**config.mk**
```make
export PLATFORM = sky130hd
export DESIGN_NAME = multilevel_feedback_scheduler
export DESIGN_NICKNAME = d
export VERILOG_FILES = /design/src/design/mlfs_pkg.sv /design/src/design/mlfs_datapath.sv /design/src/design/mlfs_ctrl.sv /design/src/design/multilevel_feedback_scheduler.sv
export SDC_FILE = /design/constraint.sdc
export NUM_CORES = 2
export LEC_CHECK = 0
export BUFFER_PORTS_ARGS = -buffer_cell sky130_fd_sc_hd__buf_2
export CAP_MARGIN = 30
export CORE_ASPECT_RATIO = 0.75
export CORE_UTILIZATION = 55
export CTS_BUF_LIST = sky130_fd_sc_hd__clkbuf_8
export DETAILED_ROUTE_END_ITERATION = 8
export GPL_ROUTABILITY_DRIVEN = 0
export PLACE_DENSITY = 0.71
export SYNTH_ARGS = -nofsm -noshare
export SYNTH_HDL_FRONTEND = slang
export SYNTH_SLANG_ARGS = --single-unit
```
**constraint.sdc**
```tcl
create_clock -name aclk -period 12.65 [get_ports aclk]
set_input_delay 1.265 -clock aclk [delete_from_list [all_inputs] [get_ports aclk]]
set_output_delay 1.265 -clock aclk [all_outputs]
set_load 0.02 [all_outputs]
```
**src/design/mlfs_pkg.sv**
```systemverilog
// Shared types and constants of the multilevel feedback scheduler.
// Used by mlfs_ctrl, mlfs_datapath and multilevel_feedback_scheduler.
`timescale 1ns / 1ps
`default_nettype none
package mlfs_pkg;

    localparam int PID_COUNT   = 64;
    localparam int PID_W       = $clog2(PID_COUNT);
    localparam int LEVEL_COUNT = 5;
    localparam int LV_W        = $clog2(LEVEL_COUNT);
    localparam int TOP_LEVEL   = LEVEL_COUNT - 1;
    localparam int Q_W         = LV_W + 1;
    localparam int CNT_W       = $clog2(PID_COUNT + 1);
    localparam int ACT_W       = 3;
    localparam int PRI_W       = 3;
    localparam int ST_W        = 2;
    localparam int VAL_W       = 3;

    localparam logic [PID_W-1:0] IDLE_TASK = PID_W'(1);

    localparam logic [ST_W-1:0] ST_READY   = 2'd0;
    localparam logic [ST_W-1:0] ST_RUNNING = 2'd1;
    localparam logic [ST_W-1:0] ST_BLOCKED = 2'd2;
    localparam logic [ST_W-1:0] ST_ZOMBIE  = 2'd3;
    localparam logic [VAL_W-1:0] VAL_ABSENT = 3'd4;

    typedef enum logic [ACT_W-1:0] {
        ACT_TICK       = 3'd0,
        ACT_YIELD      = 3'd1,
        ACT_REGISTER   = 3'd2,
        ACT_SET_PRI    = 3'd3,
        ACT_SET_STATUS = 3'd4,
        ACT_REMOVE     = 3'd5,
        ACT_QUERY      = 3'd6
    } action_t;

    typedef enum logic [3:0] {
        OP_NONE,
        OP_LATCH,
        OP_TICK_START,
        OP_MOVE,
        OP_APPEND,
        OP_REGISTER,
        OP_SETST,
        OP_REMOVE,
        OP_SELECT,
        OP_RUN
    } dp_op_t;

    typedef enum logic {
        LV_REQ,
        LV_DOWN
    } lv_sel_t;

    typedef struct packed {
        dp_op_t  op;
        lv_sel_t lv_sel;
        logic    fix_status;
        logic    move_en;
        logic    yield;
    } cmd_t;

    typedef struct packed {
        logic [ACT_W-1:0] act;
        logic [PID_W-1:0] pid;
        logic [PRI_W-1:0] pri;
        logic [ST_W-1:0]  st;
        logic             pid_present;
        logic             pid_idle;
        logic             pid_is_cur;
        logic             pri_ok;
        logic [ST_W-1:0]  rd_status;
        logic             tgt_present;
        logic             tgt_idle;
        logic             go_tick;
        logic             go_yield;
        logic [PID_W-1:0] cur;
    } dp_status_t;

endpackage
`default_nettype wire

```
**src/design/mlfs_datapath.sv**
```systemverilog
// Scheduler datapath: task table memories, level lists, current task, quantum.
// Executes one micro-op per cycle from mlfs_ctrl; depends on mlfs_pkg.
`timescale 1ns / 1ps
`default_nettype none
module mlfs_datapath
    import mlfs_pkg::*;
(
    input  wire logic             aclk,
    input  wire logic             aresetn,
    input  wire cmd_t             cmd,
    input  wire logic [ACT_W-1:0] s_action,
    input  wire logic [PID_W-1:0] s_pid,
    input  wire logic [PRI_W-1:0] s_priority_req,
    input  wire logic [ST_W-1:0]  s_status,
    output dp_status_t            stat
);

    // table memories, one read address per cycle, registered read
    logic [LV_W-1:0]  level_mem  [PID_COUNT];
    logic [ST_W-1:0]  status_mem [PID_COUNT];
    logic [PID_W-1:0] next_mem   [PID_COUNT];
    logic [PID_W-1:0] prev_mem   [PID_COUNT];

    logic [LV_W-1:0]  rd_level_reg;
    logic [ST_W-1:0]  rd_status_reg;
    logic [PID_W-1:0] rd_next_reg;
    logic [PID_W-1:0] rd_prev_reg;
    logic [PID_W-1:0] raddr;

    logic             lv_we, st_we, nx_we, pv_we;
    logic [PID_W-1:0] lv_waddr, st_waddr, nx_waddr, pv_waddr;
    logic [LV_W-1:0]  lv_wdata;
    logic [ST_W-1:0]  st_wdata;
    logic [PID_W-1:0] nx_wdata, pv_wdata;

    logic [PID_COUNT-1:0]   valid_reg, valid_next;
    logic [PID_W-1:0]       head_reg [LEVEL_COUNT];
    logic [PID_W-1:0]       head_next [LEVEL_COUNT];
    logic [PID_W-1:0]       tail_reg [LEVEL_COUNT];
    logic [PID_W-1:0]       tail_next [LEVEL_COUNT];
    logic [LEVEL_COUNT-1:0] nonempty_reg, nonempty_next;
    logic [PID_W-1:0]       cur_reg, cur_next;
    logic signed [Q_W-1:0]  quantum_reg, quantum_next;
    logic [CNT_W-1:0]       count_reg, count_next;

    action_t          act_reg;
    logic [PID_W-1:0] pid_reg, tgt_reg, tgt_next;
    logic [PRI_W-1:0] pri_reg;
    logic [ST_W-1:0]  st_reg;
    logic [LV_W-1:0]  lvl_reg, lvl_next;

    logic             do_unlink, do_append, do_prepend;
    logic [LV_W-1:0]  ap_lv, lv_new;
    logic [PID_W-1:0] sel_pid;
    logic             q_at_min;
    logic signed [Q_W-1:0] q_dec;

    assign q_at_min = (quantum_reg == {Q_W{1'b1}});
    assign q_dec    = q_at_min ? quantum_reg : quantum_reg - Q_W'(1);

    always_comb begin
        sel_pid = IDLE_TASK;
        for (int l = 0; l < LEVEL_COUNT; l++) begin
            if (nonempty_reg[l]) begin
                sel_pid = head_reg[l];
            end
        end
    end

    always_comb begin
        if (cmd.lv_sel == LV_REQ) begin
            lv_new = LV_W'(pri_reg);
        end else if (rd_level_reg != '0) begin
            lv_new = rd_level_reg - LV_W'(1);
        end else begin
            lv_new = rd_level_reg;
        end
    end

    always_comb begin
        valid_next    = valid_reg;
        head_next     = head_reg;
        tail_next     = tail_reg;
        nonempty_next = nonempty_reg;
        cur_next      = cur_reg;
        quantum_next  = quantum_reg;
        count_next    = count_reg;
        tgt_next      = tgt_reg;
        lvl_next      = lvl_reg;
        raddr         = tgt_reg;
        lv_we = 1'b0; lv_waddr = tgt_reg; lv_wdata = lv_new;
        st_we = 1'b0; st_waddr = tgt_reg; st_wdata = ST_READY;
        nx_we = 1'b0; nx_waddr = tgt_reg; nx_wdata = tgt_reg;
        pv_we = 1'b0; pv_waddr = tgt_reg; pv_wdata = tgt_reg;
        do_unlink  = 1'b0;
        do_append  = 1'b0;
        do_prepend = 1'b0;
        ap_lv      = lvl_reg;

        case (cmd.op)
            OP_LATCH: begin
                tgt_next = s_pid;
                raddr    = s_pid;
            end
            OP_TICK_START: begin
                quantum_next = cmd.yield ? $signed({Q_W{1'b1}}) : q_dec;
                tgt_next     = cur_reg;
                raddr        = cur_reg;
            end
            OP_MOVE: begin
                lvl_next = lv_new;
                if (cmd.fix_status && rd_status_reg == ST_RUNNING) begin
                    st_we    = 1'b1;
                    st_wdata = ST_READY;
                end
                if (cmd.move_en) begin
                    lv_we     = 1'b1;
                    do_unlink = (rd_status_reg != ST_BLOCKED);
                end
            end
            OP_APPEND: begin
                do_append = 1'b1;
            end
            OP_REGISTER: begin
                valid_next[pid_reg] = 1'b1;
                lv_we      = 1'b1;
                lv_wdata   = LV_W'(pri_reg);
                st_we      = 1'b1;
                st_wdata   = ST_READY;
                count_next = count_reg + CNT_W'(1);
                do_append  = (pid_reg != IDLE_TASK);
                ap_lv      = LV_W'(pri_reg);
            end
            OP_SETST: begin
                if (st_reg != rd_status_reg) begin
                    st_we    = 1'b1;
                    st_wdata = st_reg;
                    if (st_reg == ST_BLOCKED) begin
                        do_unlink = 1'b1;
                    end else if (rd_status_reg == ST_BLOCKED) begin
                        lv_we        = 1'b1;
                        lv_wdata     = LV_W'(TOP_LEVEL);
                        do_prepend   = 1'b1;
                        quantum_next = '0;
                    end
                end
            end
            OP_REMOVE: begin
                do_unlink = (rd_status_reg != ST_BLOCKED);
                valid_next[pid_reg] = 1'b0;
                count_next = count_reg - CNT_W'(1);
            end
            OP_SELECT: begin
                cur_next = sel_pid;
                tgt_next = sel_pid;
                raddr    = sel_pid;
            end
            OP_RUN: begin
                if (valid_reg[tgt_reg]) begin
                    quantum_next = Q_W'(TOP_LEVEL) - Q_W'(rd_level_reg);
                    st_we        = 1'b1;
                    st_wdata     = ST_RUNNING;
                end else begin
                    quantum_next = Q_W'(TOP_LEVEL);
                end
            end
            default: begin
            end
        endcase

        // list edits on tgt_reg; at most one of these per cycle
        if (do_unlink && nonempty_reg[rd_level_reg]) begin
            if (head_reg[rd_level_reg] == tgt_reg && tail_reg[rd_level_reg] == tgt_reg) begin
                nonempty_next[rd_level_reg] = 1'b0;
            end else begin
                if (head_reg[rd_level_reg] == tgt_reg) begin
                    head_next[rd_level_reg] = rd_next_reg;
                end else begin
                    nx_we    = 1'b1;
                    nx_waddr = rd_prev_reg;
                    nx_wdata = rd_next_reg;
                end
                if (tail_reg[rd_level_reg] == tgt_reg) begin
                    tail_next[rd_level_reg] = rd_prev_reg;
                end else begin
                    pv_we    = 1'b1;
                    pv_waddr = rd_next_reg;
                    pv_wdata = rd_prev_reg;
                end
            end
        end
        if (do_append) begin
            if (nonempty_reg[ap_lv]) begin
                nx_we    = 1'b1;
                nx_waddr = tail_reg[ap_lv];
                nx_wdata = tgt_reg;
                pv_we    = 1'b1;
                pv_waddr = tgt_reg;
                pv_wdata = tail_reg[ap_lv];
            end else begin
                head_next[ap_lv]     = tgt_reg;
                nonempty_next[ap_lv] = 1'b1;
            end
            tail_next[ap_lv] = tgt_reg;
        end
        if (do_prepend) begin
            if (nonempty_reg[TOP_LEVEL]) begin
                pv_we    = 1'b1;
                pv_waddr = head_reg[TOP_LEVEL];
                pv_wdata = tgt_reg;
                nx_we    = 1'b1;
                nx_waddr = tgt_reg;
                nx_wdata = head_reg[TOP_LEVEL];
            end else begin
                tail_next[TOP_LEVEL]     = tgt_reg;
                nonempty_next[TOP_LEVEL] = 1'b1;
            end
            head_next[TOP_LEVEL] = tgt_reg;
        end
    end

    always_ff @(posedge aclk) begin
        if (lv_we) begin
            level_mem[lv_waddr] <= lv_wdata;
        end
        if (st_we) begin
            status_mem[st_waddr] <= st_wdata;
        end
        if (nx_we) begin
            next_mem[nx_waddr] <= nx_wdata;
        end
        if (pv_we) begin
            prev_mem[pv_waddr] <= pv_wdata;
        end
        rd_level_reg  <= level_mem[raddr];
        rd_status_reg <= status_mem[raddr];
        rd_next_reg   <= next_mem[raddr];
        rd_prev_reg   <= prev_mem[raddr];
    end

    always_ff @(posedge aclk) begin
        if (!aresetn) begin
            valid_reg    <= '0;
            nonempty_reg <= '0;
            cur_reg      <= '0;
            quantum_reg  <= Q_W'(1);
            count_reg    <= '0;
        end else begin
            valid_reg    <= valid_next;
            nonempty_reg <= nonempty_next;
            cur_reg      <= cur_next;
            quantum_reg  <= quantum_next;
            count_reg    <= count_next;
        end
    end

    always_ff @(posedge aclk) begin
        head_reg <= head_next;
        tail_reg <= tail_next;
        tgt_reg  <= tgt_next;
        lvl_reg  <= lvl_next;
        if (cmd.op == OP_LATCH) begin
            act_reg <= action_t'(s_action);
            pid_reg <= s_pid;
            pri_reg <= s_priority_req;
            st_reg  <= s_status;
        end
    end

    always_comb begin
        stat.act         = act_reg;
        stat.pid         = pid_reg;
        stat.pri         = pri_reg;
        stat.st          = st_reg;
        stat.pid_present = valid_reg[pid_reg];
        stat.pid_idle    = (pid_reg == IDLE_TASK);
        stat.pid_is_cur  = (pid_reg == cur_reg);
        stat.pri_ok      = (int'(pri_reg) < LEVEL_COUNT);
        stat.rd_status   = rd_status_reg;
        stat.tgt_present = valid_reg[tgt_reg];
        stat.tgt_idle    = (tgt_reg == IDLE_TASK);
        stat.go_yield    = (count_reg != '0);
        stat.go_tick     = (count_reg != '0) && (q_dec[Q_W-1] || q_dec == '0);
        stat.cur         = cur_reg;
    end

endmodule
`default_nettype wire

```
**src/design/mlfs_ctrl.sv**
```systemverilog
// Scheduler controller: request sequencing state machine and result register.
// Drives mlfs_datapath by micro-op commands; depends on mlfs_pkg.
`timescale 1ns / 1ps
`default_nettype none
module mlfs_ctrl
    import mlfs_pkg::*;
(
    input  wire logic              aclk,
    input  wire logic              aresetn,
    input  wire logic              s_valid,
    output logic                   s_ready,
    output logic                   m_valid,
    input  wire logic              m_ready,
    output logic                   m_ok,
    output logic [VAL_W-1:0]       m_value,
    output logic [PID_W-1:0]       m_running_pid,
    output logic                   m_switched,
    input  wire dp_status_t        stat,
    output cmd_t                   cmd
);

    typedef enum logic [2:0] {
        S_IDLE, S_DECODE, S_TSTART, S_TCUR, S_APPEND, S_SEL, S_RUN, S_DONE
    } state_t;

    state_t           state_reg, state_next;
    logic             ok_reg, ok_next, sw_reg, sw_next;
    logic [VAL_W-1:0] val_reg, val_next;
    logic             m_valid_reg, m_valid_next;
    logic             m_ok_reg, m_ok_next, m_sw_reg, m_sw_next;
    logic [VAL_W-1:0] m_val_reg, m_val_next;
    logic [PID_W-1:0] m_pid_reg, m_pid_next;
    logic             go;

    assign go = (action_t'(stat.act) == ACT_TICK) ? stat.go_tick : stat.go_yield;

    always_comb begin
        state_next   = state_reg;
        ok_next      = ok_reg;
        sw_next      = sw_reg;
        val_next     = val_reg;
        m_valid_next = m_valid_reg;
        m_ok_next    = m_ok_reg;
        m_sw_next    = m_sw_reg;
        m_val_next   = m_val_reg;
        m_pid_next   = m_pid_reg;
        cmd          = '{op: OP_NONE, lv_sel: LV_REQ, fix_status: 1'b0,
                         move_en: 1'b0, yield: 1'b0};
        if (m_valid_reg && m_ready) begin
            m_valid_next = 1'b0;
        end

        case (state_reg)
            S_IDLE: begin
                if (s_valid) begin
                    cmd.op     = OP_LATCH;
                    ok_next    = 1'b0;
                    sw_next    = 1'b0;
                    val_next   = '0;
                    state_next = S_DECODE;
                end
            end
            S_DECODE: begin
                state_next = S_DONE;
                case (action_t'(stat.act))
                    ACT_TICK, ACT_YIELD: begin
                        ok_next    = 1'b1;
                        state_next = S_TSTART;
                    end
                    ACT_REGISTER: begin
                        if (!stat.pid_present && stat.pri_ok) begin
                            cmd.op  = OP_REGISTER;
                            ok_next = 1'b1;
                        end
                    end
                    ACT_SET_PRI: begin
                        if (stat.pid_present && !stat.pid_idle && stat.pri_ok) begin
                            cmd.op      = OP_MOVE;
                            cmd.lv_sel  = LV_REQ;
                            cmd.move_en = 1'b1;
                            ok_next     = 1'b1;
                            val_next    = stat.pri;
                            if (stat.rd_status != ST_BLOCKED) begin
                                state_next = S_APPEND;
                            end
                        end
                    end
                    ACT_SET_STATUS: begin
                        if (stat.pid_present && !stat.pid_idle && stat.st != ST_RUNNING
                            && stat.st != ST_ZOMBIE && stat.rd_status != ST_ZOMBIE) begin
                            cmd.op   = OP_SETST;
                            ok_next  = 1'b1;
                            val_next = {1'b0, stat.st};
                        end
                    end
                    ACT_REMOVE: begin
                        if (stat.pid_present && !stat.pid_idle) begin
                            cmd.op  = OP_REMOVE;
                            ok_next = 1'b1;
                            if (stat.pid_is_cur) begin
                                state_next = S_TSTART;
                            end
                        end
                    end
                    ACT_QUERY: begin
                        ok_next  = 1'b1;
                        val_next = stat.pid_present ? {1'b0, stat.rd_status} : VAL_ABSENT;
                    end
                    default: begin
                    end
                endcase
            end
            S_TSTART: begin
                cmd.op     = OP_TICK_START;
                cmd.yield  = (action_t'(stat.act) != ACT_TICK);
                state_next = go ? S_TCUR : S_DONE;
            end
            S_TCUR: begin
                // current task: running -> ready, then drop one level
                state_next = S_SEL;
                if (stat.tgt_present) begin
                    cmd.op         = OP_MOVE;
                    cmd.lv_sel     = LV_DOWN;
                    cmd.fix_status = 1'b1;
                    cmd.move_en    = !stat.tgt_idle;
                    if (!stat.tgt_idle && stat.rd_status != ST_BLOCKED) begin
                        state_next = S_APPEND;
                    end
                end
            end
            S_APPEND: begin
                cmd.op     = OP_APPEND;
                state_next = (action_t'(stat.act) == ACT_SET_PRI) ? S_DONE : S_SEL;
            end
            S_SEL: begin
                cmd.op     = OP_SELECT;
                state_next = S_RUN;
            end
            S_RUN: begin
                cmd.op     = OP_RUN;
                sw_next    = 1'b1;
                state_next = S_DONE;
            end
            S_DONE: begin
                if (!m_valid_reg || m_ready) begin
                    m_valid_next = 1'b1;
                    m_ok_next    = ok_reg;
                    m_val_next   = val_reg;
                    m_sw_next    = sw_reg;
                    m_pid_next   = stat.cur;
                    state_next   = S_IDLE;
                end
            end
            default: begin
                state_next = S_IDLE;
            end
        endcase
    end

    always_ff @(posedge aclk) begin
        if (!aresetn) begin
            state_reg   <= S_IDLE;
            m_valid_reg <= 1'b0;
        end else begin
            state_reg   <= state_next;
            m_valid_reg <= m_valid_next;
        end
        ok_reg    <= ok_next;
        sw_reg    <= sw_next;
        val_reg   <= val_next;
        m_ok_reg  <= m_ok_next;
        m_sw_reg  <= m_sw_next;
        m_val_reg <= m_val_next;
        m_pid_reg <= m_pid_next;
    end

    assign s_ready       = (state_reg == S_IDLE);
    assign m_valid       = m_valid_reg;
    assign m_ok          = m_ok_reg;
    assign m_value       = m_val_reg;
    assign m_running_pid = m_pid_reg;
    assign m_switched    = m_sw_reg;

endmodule
`default_nettype wire

```
**src/design/multilevel_feedback_scheduler.sv**
```systemverilog
// Multilevel feedback scheduler top level: controller plus datapath.
// A request is latched, then decoded. Register, set status, query, remove of a task that
// is not current and refused requests go straight to the result; set priority of a queued
// task first appends it; a tick or yield updates the quantum and, on a reschedule, requeues
// the current task, selects and runs the next. Only one request is in flight. Reset clears
// the FSM, valid bits, level flags and counters; tables hold no reset.
`timescale 1ns / 1ps
`default_nettype none
module multilevel_feedback_scheduler
    import mlfs_pkg::*;
(
    input  wire logic             aclk,
    input  wire logic             aresetn,
    input  wire logic             s_valid,
    output logic                  s_ready,
    input  wire logic [ACT_W-1:0] s_action,
    input  wire logic [PID_W-1:0] s_pid,
    input  wire logic [PRI_W-1:0] s_priority_req,
    input  wire logic [ST_W-1:0]  s_status,
    output logic                  m_valid,
    input  wire logic             m_ready,
    output logic                  m_ok,
    output logic [VAL_W-1:0]      m_value,
    output logic [PID_W-1:0]      m_running_pid,
    output logic                  m_switched
);

    cmd_t       cmd;
    dp_status_t stat;

    mlfs_ctrl u_ctrl (
        .aclk          (aclk),
        .aresetn       (aresetn),
        .s_valid       (s_valid),
        .s_ready       (s_ready),
        .m_valid       (m_valid),
        .m_ready       (m_ready),
        .m_ok          (m_ok),
        .m_value       (m_value),
        .m_running_pid (m_running_pid),
        .m_switched    (m_switched),
        .stat          (stat),
        .cmd           (cmd)
    );

    mlfs_datapath u_datapath (
        .aclk           (aclk),
        .aresetn        (aresetn),
        .cmd            (cmd),
        .s_action       (s_action),
        .s_pid          (s_pid),
        .s_priority_req (s_priority_req),
        .s_status       (s_status),
        .stat           (stat)
    );

    // one request in flight at a time
    a_single_request: assert property (@(posedge aclk) disable iff (!aresetn)
        (s_valid && s_ready) |=> !s_ready)
        else $error("request accepted while another is in progress");

    a_result_hold: assert property (@(posedge aclk) disable iff (!aresetn)
        (m_valid && !m_ready) |=> (m_valid && $stable(m_running_pid)))
        else $error("stalled result dropped or changed");

    a_error_no_switch: assert property (@(posedge aclk) disable iff (!aresetn)
        (m_valid && !m_ok) |-> (!m_switched && m_value == '0))
        else $error("refused request reports a switch or a value");

endmodule
`default_nettype wire
```
# Yosys cells after proc, flatten, opt, wreduce, memory -nomap -nowiden
# Memories as Yosys holds them, arrays and structs flattened. A register that Yosys moved wholly into a read port is not among the register bits.
# Index checks and enable logic that the tools add are counted.
# op_classes
addsub	5
order_cmp	12
eq_ne	48
n_mux	184
bitwise_logic	8
n_reduce_logical	41
# ops
operator	n
2-to-1 mux 30 bit	9
2-to-1 mux 6 bit	44
case mux 64 bit (2 select lines)	1
bitwise mux 30 bit	4
bitwise AND 64 bit	1
NOT 64 bit	1
OR 64 bit	1
2-to-1 mux 1 bit	60
2-to-1 mux 3 bit	19
binary-select mux 6 bit (select 3 bit)	3
demux 6 bit (select 3 bit)	2
case mux 4 bit (7 select lines)	1
2-to-1 mux 5 bit	5
2-to-1 mux 4 bit	6
case mux 3 bit (8 select lines)	1
equality test 3 bit (second input constant)	7
equality test 6 bit	3
case mux 3 bit (3 select lines)	2
case mux 6 bit (3 select lines)	1
logical AND 1 bit	17
equality test 4 x 3 -> 1 bit (second input constant)	4
case mux 4 bit (4 select lines)	1
< comparator 6 x 7 -> 1 bit (second input constant)	2
case mux 7 bit (2 select lines)	1
55 further kinds	102
# word_totals
reg_bits	189
ramBits	1088
in_bits	18
output_inout_bits	13
wordCells	332
n_memories	4
# mem_list
name	depth	width	rd	rd_ports_with_merged_regs	write_ports	line_no	source
u_datapath.next_mem	64	6	1	1	1	mlfs_datapath.sv:21	logic [PID_W-1:0] next_mem [PID_COUNT];
u_datapath.prev_mem	64	6	1	1	1	mlfs_datapath.sv:22	logic [PID_W-1:0] prev_mem [PID_COUNT];
u_datapath.level_mem	64	3	1	1	1	mlfs_datapath.sv:19	logic [LV_W-1:0] level_mem [PID_COUNT];
u_datapath.status_mem	64	2	1	1	1	mlfs_datapath.sv:20	logic [ST_W-1:0] status_mem [PID_COUNT];

# Depth between registers and ports, before layout
# depth
ltp_word	20
depth_mapped	20
mapped_depth_nobuf	16

# Hierarchy
# From an unflattened synthesis, not the netlist that was laid out.
# unflattened
hier_cells	4807
area_unflattened_um2	56345.3
# modules_own_cells
module	n_inst	cells_per_inst	area_each_um2	seq_area_each_um2
mlfs_datapath	1	4680	55116.6	36565.1
mlfs_ctrl	1	127	1228.7	560.5

# Worst setup path before layout
# No wires, ideal clock.
# synth_path
kind	register to register
startpoint	reg u_datapath.pid_reg[3]
endpoint	mem u_datapath.status_mem[0][1], data pin
setup_time_ns	0.865
arrival_ns	5.049
required_time_ns	11.785
slack_ns	6.736
stages_incl_launch_ff	7
path_buffers	1
synth_period_minus_slack_ns	5.914
cell_sequence	edfxtp_1 buf_2 nor3b_2 nand4_1 nand4_1 o21ai_1 nor4_1
# synth_via
elab_chain_len	11
word_cells_on_any_way	20
cone_classes	eq/ne (3); mux (9); reduce/logical (8)
# synth_lines
element	line_no	source
start, declared	mlfs_datapath.sv:47	logic [PID_W-1:0] pid_reg, tgt_reg, tgt_next;
start signal, assigned	mlfs_datapath.sv:264	pid_reg <= s_pid;
binary-select mux 1 bit (select 6 bit) / equality test 6 x 1 -> 1 bit (equally long branches)	mlfs_datapath.sv:275, mlfs_datapath.sv:276	
2-to-1 mux 1 bit (implied by the code) / zero test 1 bit (equally long branches)	-	
logical AND 1 bit	mlfs_ctrl.sv:77, mlfs_ctrl.sv:89, mlfs_ctrl.sv:97	
logical AND 1 bit	mlfs_ctrl.sv:89	if (stat.pid_present && !stat.pid_idle && stat.st != ST_RUNNING
logical AND 1 bit (2 in series)	mlfs_ctrl.sv:90	&& stat.st != ST_ZOMBIE && stat.rd_status != ST_ZOMBIE) begin
2-to-1 mux 3 bit	mlfs_ctrl.sv:89	
case mux 4 bit (4 select lines) (*)	mlfs_ctrl.sv:65	case (action_t'(stat.act))
case mux 4 bit (7 select lines) (*)	mlfs_ctrl.sv:53	case (state_reg)
equality test 4 bit / equality test 4 x 3 -> 1 bit (equally long branches)	mlfs_datapath.sv:100	case (cmd.op)
case mux 2 bit (2 select lines) (*)	mlfs_datapath.sv:100	
named net u_datapath.st_wdata[1]	mlfs_datapath.sv:33	logic [ST_W-1:0] st_wdata;
end, declared	mlfs_datapath.sv:20	
# The timed path passes the listed nets; every way through them passes the cells marked *. The select of a mux whose other input is x is not followed.

# Final worst setup path
# layout_path
startpoint	reg u_datapath.pid_reg[0]
endpoint	mem u_datapath.next_mem[48][4] (netlist bit), enable pin
# layout_via
elab_chain_len	19
word_cells_on_any_way	50
cone_classes	eq/ne (7); mux (33); bitwise (1); reduce/logical (9)
# layout_lines
element	line_no	source
binary-select mux 1 bit (select 6 bit) / equality test 6 x 1 -> 1 bit (equally long branches)	mlfs_datapath.sv:275, mlfs_datapath.sv:276	
2-to-1 mux 1 bit (implied by the code) / zero test 1 bit (equally long branches)	-	
logical AND 1 bit	mlfs_ctrl.sv:77, mlfs_ctrl.sv:89, mlfs_ctrl.sv:97	
logical AND 1 bit	mlfs_ctrl.sv:89	
logical AND 1 bit (2 in series)	mlfs_ctrl.sv:90	
2-to-1 mux 3 bit	mlfs_ctrl.sv:89	
case mux 4 bit (4 select lines)	mlfs_ctrl.sv:65	
case mux 4 bit (7 select lines)	mlfs_ctrl.sv:53	
[... 2 more ...]	-	
binary-select mux 1 bit (select 3 bit), or another cell as far along	mlfs_datapath.sv:193	if (nonempty_reg[ap_lv]) begin
2-to-1 mux 1 bit (implied by the code), or another cell as far along	mlfs_datapath.sv:193	
2-to-1 mux 1 bit / 2-to-1 mux 6 bit (equally long branches)	mlfs_datapath.sv:193, mlfs_datapath.sv:195	
2-to-1 mux 1 bit / 2-to-1 mux 6 bit (equally long branches)	mlfs_datapath.sv:192, mlfs_datapath.sv:195	
2-to-1 mux 1 bit / 2-to-1 mux 6 bit (equally long branches)	mlfs_datapath.sv:207, mlfs_datapath.sv:193	
2-to-1 mux 1 bit / 2-to-1 mux 6 bit (equally long branches)	mlfs_datapath.sv:206, mlfs_datapath.sv:192	
2-to-1 mux 1 bit / 2-to-1 mux 6 bit (equally long branches)	mlfs_datapath.sv:229, mlfs_datapath.sv:207	
2-to-1 mux 1 bit (implied by the code) / 2-to-1 mux 6 bit (equally long branches)	mlfs_datapath.sv:230, mlfs_datapath.sv:206	
end, declared	mlfs_datapath.sv:21	
# Several ways; a longest one is shown, not always the timed one. The select of a mux whose other input is x is not followed.

==> results.sh <==
export IMPL_outcome="completed"
export IMPL_setup_slack_of_the_critical_path_after_layout_ns=6.52
export IMPL_timing_slew_headroom=0.266
export IMPL_fp_dieH_um=280
export IMPL_grt_pass1_wl_mm=228
export IMPL_power_switching_mw=5.51
export IMPL_synthesis_instances=4878
export IMPL_remaining_drc_errors=0
export IMPL_grt_setup_unrepaired="no"
export IMPL_hold_viol_final=0
export IMPL_overflow=0
export IMPL_synth_seq_cells=1294
export IMPL_critical_path_max_stage_delay_ns=0.86
export IMPL_start_kind="register"
export IMPL_placed_wire_length_estimate_after_detailed_placement_mm=91.3
export IMPL_commonest_register_cell_after_synthesis="sky130_fd_sc_hd__edfxtp_1"
export IMPL_vias=40052
export IMPL_total_power_mw=13.7
export IMPL_holdPathStages=0
export IMPL_cp_end_kind="register"
export IMPL_layout_worst_path_cycle_share=0.484
export IMPL_cts_sinks=1294
export IMPL_post_place_ws_ns=6.70
export IMPL_power_clock_fraction=0.235
export IMPL_groute_usage_overall=0.288
export IMPL_initial_utilization=0.557
export IMPL_cts_root_buf="sky130_fd_sc_hd__clkbuf_8"
export IMPL_chipWidth_um=373
export IMPL_leakagePower_nw=21.2
export IMPL_final_net_count=4859
export IMPL_hold_ws_ns=0.421
export IMPL_htreeDepth=4
export IMPL_report_final_setup_viol=0
export IMPL_p_int_mw=8.20
export IMPL_count_of_flip_flops_with_a_built_in_enable_after_synthesis=1121
export IMPL_hold_class="reg2reg"
export IMPL_postSynth_asyncResetShare=0
export IMPL_cp_required_ns=13.16
export IMPL_route_antenna_remaining_nets=0
export IMPL_io_pin_count=31
export IMPL_skew_ns=0.0544
export IMPL_floorplan_rows=101
export IMPL_route_detailed_vias_per_inst=6.34
export IMPL_netlist_top_cells_area="sky130_fd_sc_hd__edfxtp_1, sky130_fd_sc_hd__nand2_1, sky130_fd_sc_hd__dfxtp_1"
export IMPL_synth_yosys_warnings=0
export IMPL_cap_violations=0
export IMPL_grt_pass1_vias=37114
export IMPL_grt_max_degree=202
export IMPL_clockBufferDepth=3
export IMPL_gates_resized_cts_repair=0
export IMPL_critical_path_slowest_cell="sky130_fd_sc_hd__nor3_4"
export IMPL_routed_wl_mm=152
export IMPL_ir_worst_vdd_mv=0.223
export IMPL_tightestPinTransition_ns=1.10
export IMPL_crit_path_class="reg2reg"
export IMPL_number_of_clock_buffers_inserted_by_tritoncts=187
export IMPL_area_growth_pct=8.72
export IMPL_power_density_nw_per_um2=222
export IMPL_maxClockFrequency_mhz=163
export IMPL_postSynthNetCount=4908
export IMPL_postCtsHoldBufs=0
export IMPL_drt_wirelength_per_cell_um=24.1
export IMPL_arrival_time_reported_for_the_critical_path_endpoint_ns=6.64
export IMPL_seq_power_share=0.396
export IMPL_drt_pass1_iterations=8
export IMPL_floorplan_core_area_um2=102000
export IMPL_port_buffers=30
export IMPL_synth_largest_area_cell="sky130_fd_sc_hd__edfxtp_1"
export IMPL_switching_share=0.402
export IMPL_tritoncts_clock_tree="yes"
export IMPL_dr_first_iter_drc_count=5497
export IMPL_post_cts_repair_setup_buffers=0
export IMPL_clk_pin_slew_ns=0.06
export IMPL_power_combinational_fraction=0.370
export IMPL_yosysSeqAreaShare=0.655
export IMPL_final_setup_tns_ns=0
export IMPL_finish_utilization=0.606
export IMPL_regArea_um2=37100
export IMPL_netlist_area_leader_share=0.594
export IMPL_layout_top_registers="u_datapath.next_mem: 384 flops, u_datapath.prev_mem: 384 flops, u_datapath.level_mem: 192 flops"
export IMPL_synth_distinct_cells=92
export IMPL_post_synth_instance_area_um2=56700
export IMPL_post_synth_cell_area_avg_um2=11.6
export IMPL_critical_path_cell_chain="buf_4, mux4_2, and3_1, nor2_1, nand4_1, nor3_4, mux2i_2, a2111o_1, o21ai_2, buf_4, mux2i_1, nand4_1, nor2_1"
export IMPL_layout_drive_gt1_share=0.0974
export IMPL_timing_final_crit_period_ns=6.13
export IMPL_multiInputGateArea_um2=18200
export IMPL_die_area_um2=104000
export IMPL_timing_final_max_slew_violations=0
export IMPL_critPathMaxFanout=27
export IMPL_worstSkewPairLatency_ns=0.90
export IMPL_filler_cell_count=8055
export IMPL_antenna_found_initial=1
export IMPL_reg2reg_depth=13
## cells in the mapped netlist (all sizes together), types with 50 or more instances
cell type  number
a211oi        113
a21oi         192
a311oi        103
a31oi          75
and2           98
buf            91
clkbuf        257
dfxtp         173
edfxtp       1121
mux2           50
mux2i         194
nand2         996
nand3         391
nor2          398
nor3           59
o21ai          82
## worst max-delay path, delay by kind of cell (launching register included)
family / cells / cell delay (ns)
AND/OR/NAND/NOR: 6 / 2.70
multiplexers: 3 / 1.27
buffers and inverters: 2 / 0.70
AO/OA/AOI/OAI: 2 / 0.67
flip-flops: 1 / 0.32
## metrics by stage
step	area, um^2	std cells
2_1_floorplan	56700	4878
3_3_place_gp	57900	5968
3_5_place_dp	58000	5975
4_1_cts	61600	6314
5_1_grt	61700	6319
6_report	61700	6319
## power groups by stage
stage | Sequential, mW | Clock [mW] | Combinational (mW)
2_1_floorplan | 5.37 | 0 | 3.30
3_3_place_gp | 5.49 | 0 | 4.83
3_5_place_dp | 5.49 | 0 | 4.94
4_1_cts | 5.40 | 3.24 | 4.95
5_1_grt | 5.43 | 3.42 | 5.42
6_report | 5.43 | 3.22 | 5.07
## routing by layer
layer	wire length [um]	share of wire	up-vias	GRT usage
met1	65700	0.43	19488	0.437
met2	65200	0.43	2331	0.411
met5	0	0	-	0
met4	3990	0.026	0	0.0999
li1	-	-	17940	-
met3	17600	0.12	293	0.0582
## cell type report
| type | count | share of cell area |
|---|---|---|
| Sequential cell | 1294 | 0.602 |
| Clock buffer | 204 | 0.0455 |
| Timing Repair Buffer | 110 | 0.0153 |
| Antenna cell | 1 | 0.0000406 |
| Tap cell | 1339 | 0.0272 |
| Inverter | 34 | 0.00231 |
| Multi-Input combinational cell | 3202 | 0.295 |
| Clock inverter | 135 | 0.0121 |
## final timing paths
kind,from,to,slack (ns)
min,u_ctrl.sw_reg,u_ctrl.m_switched,0.42
max reg2reg,u_datapath.pid_reg[0],u_datapath.next_mem[48][4],6.52
max,u_datapath.pid_reg[0],u_datapath.next_mem[48][4],6.52
min reg2reg,u_ctrl.sw_reg,u_ctrl.m_switched,0.42
## cell usage in the layout, fill, tap and decap left out, types with 74 or more instances in the layout
cell type	instances
sky130_fd_sc_hd__nand3_1	383
sky130_fd_sc_hd__a21oi_1	183
sky130_fd_sc_hd__inv_1	90
sky130_fd_sc_hd__a311oi_1	103
sky130_fd_sc_hd__a31oi_1	74
sky130_fd_sc_hd__dfxtp_1	171
sky130_fd_sc_hd__clkbuf_8	204
sky130_fd_sc_hd__mux2i_1	190
sky130_fd_sc_hd__a211oi_1	113
sky130_fd_sc_hd__nor2_1	391
sky130_fd_sc_hd__nand2_1	994
sky130_fd_sc_hd__and2_1	95
sky130_fd_sc_hd__edfxtp_1	1121
## logic make-up after synthesis
group | Yosys count | share of synthesized area
AO/OA/AOI/OAI | 788 | 0.0952
XOR/XNOR | 29 | 0.00448
adder cells (fa/ha/maj) | 12 | 0.00278
buffers and inverters | 382 | 0.0273
flip-flops | 1294 | 0.655
multiplexers | 258 | 0.0501
AND/OR/NAND/NOR | 2115 | 0.165
No activity file was read; power rests on OpenSTA's default activity.
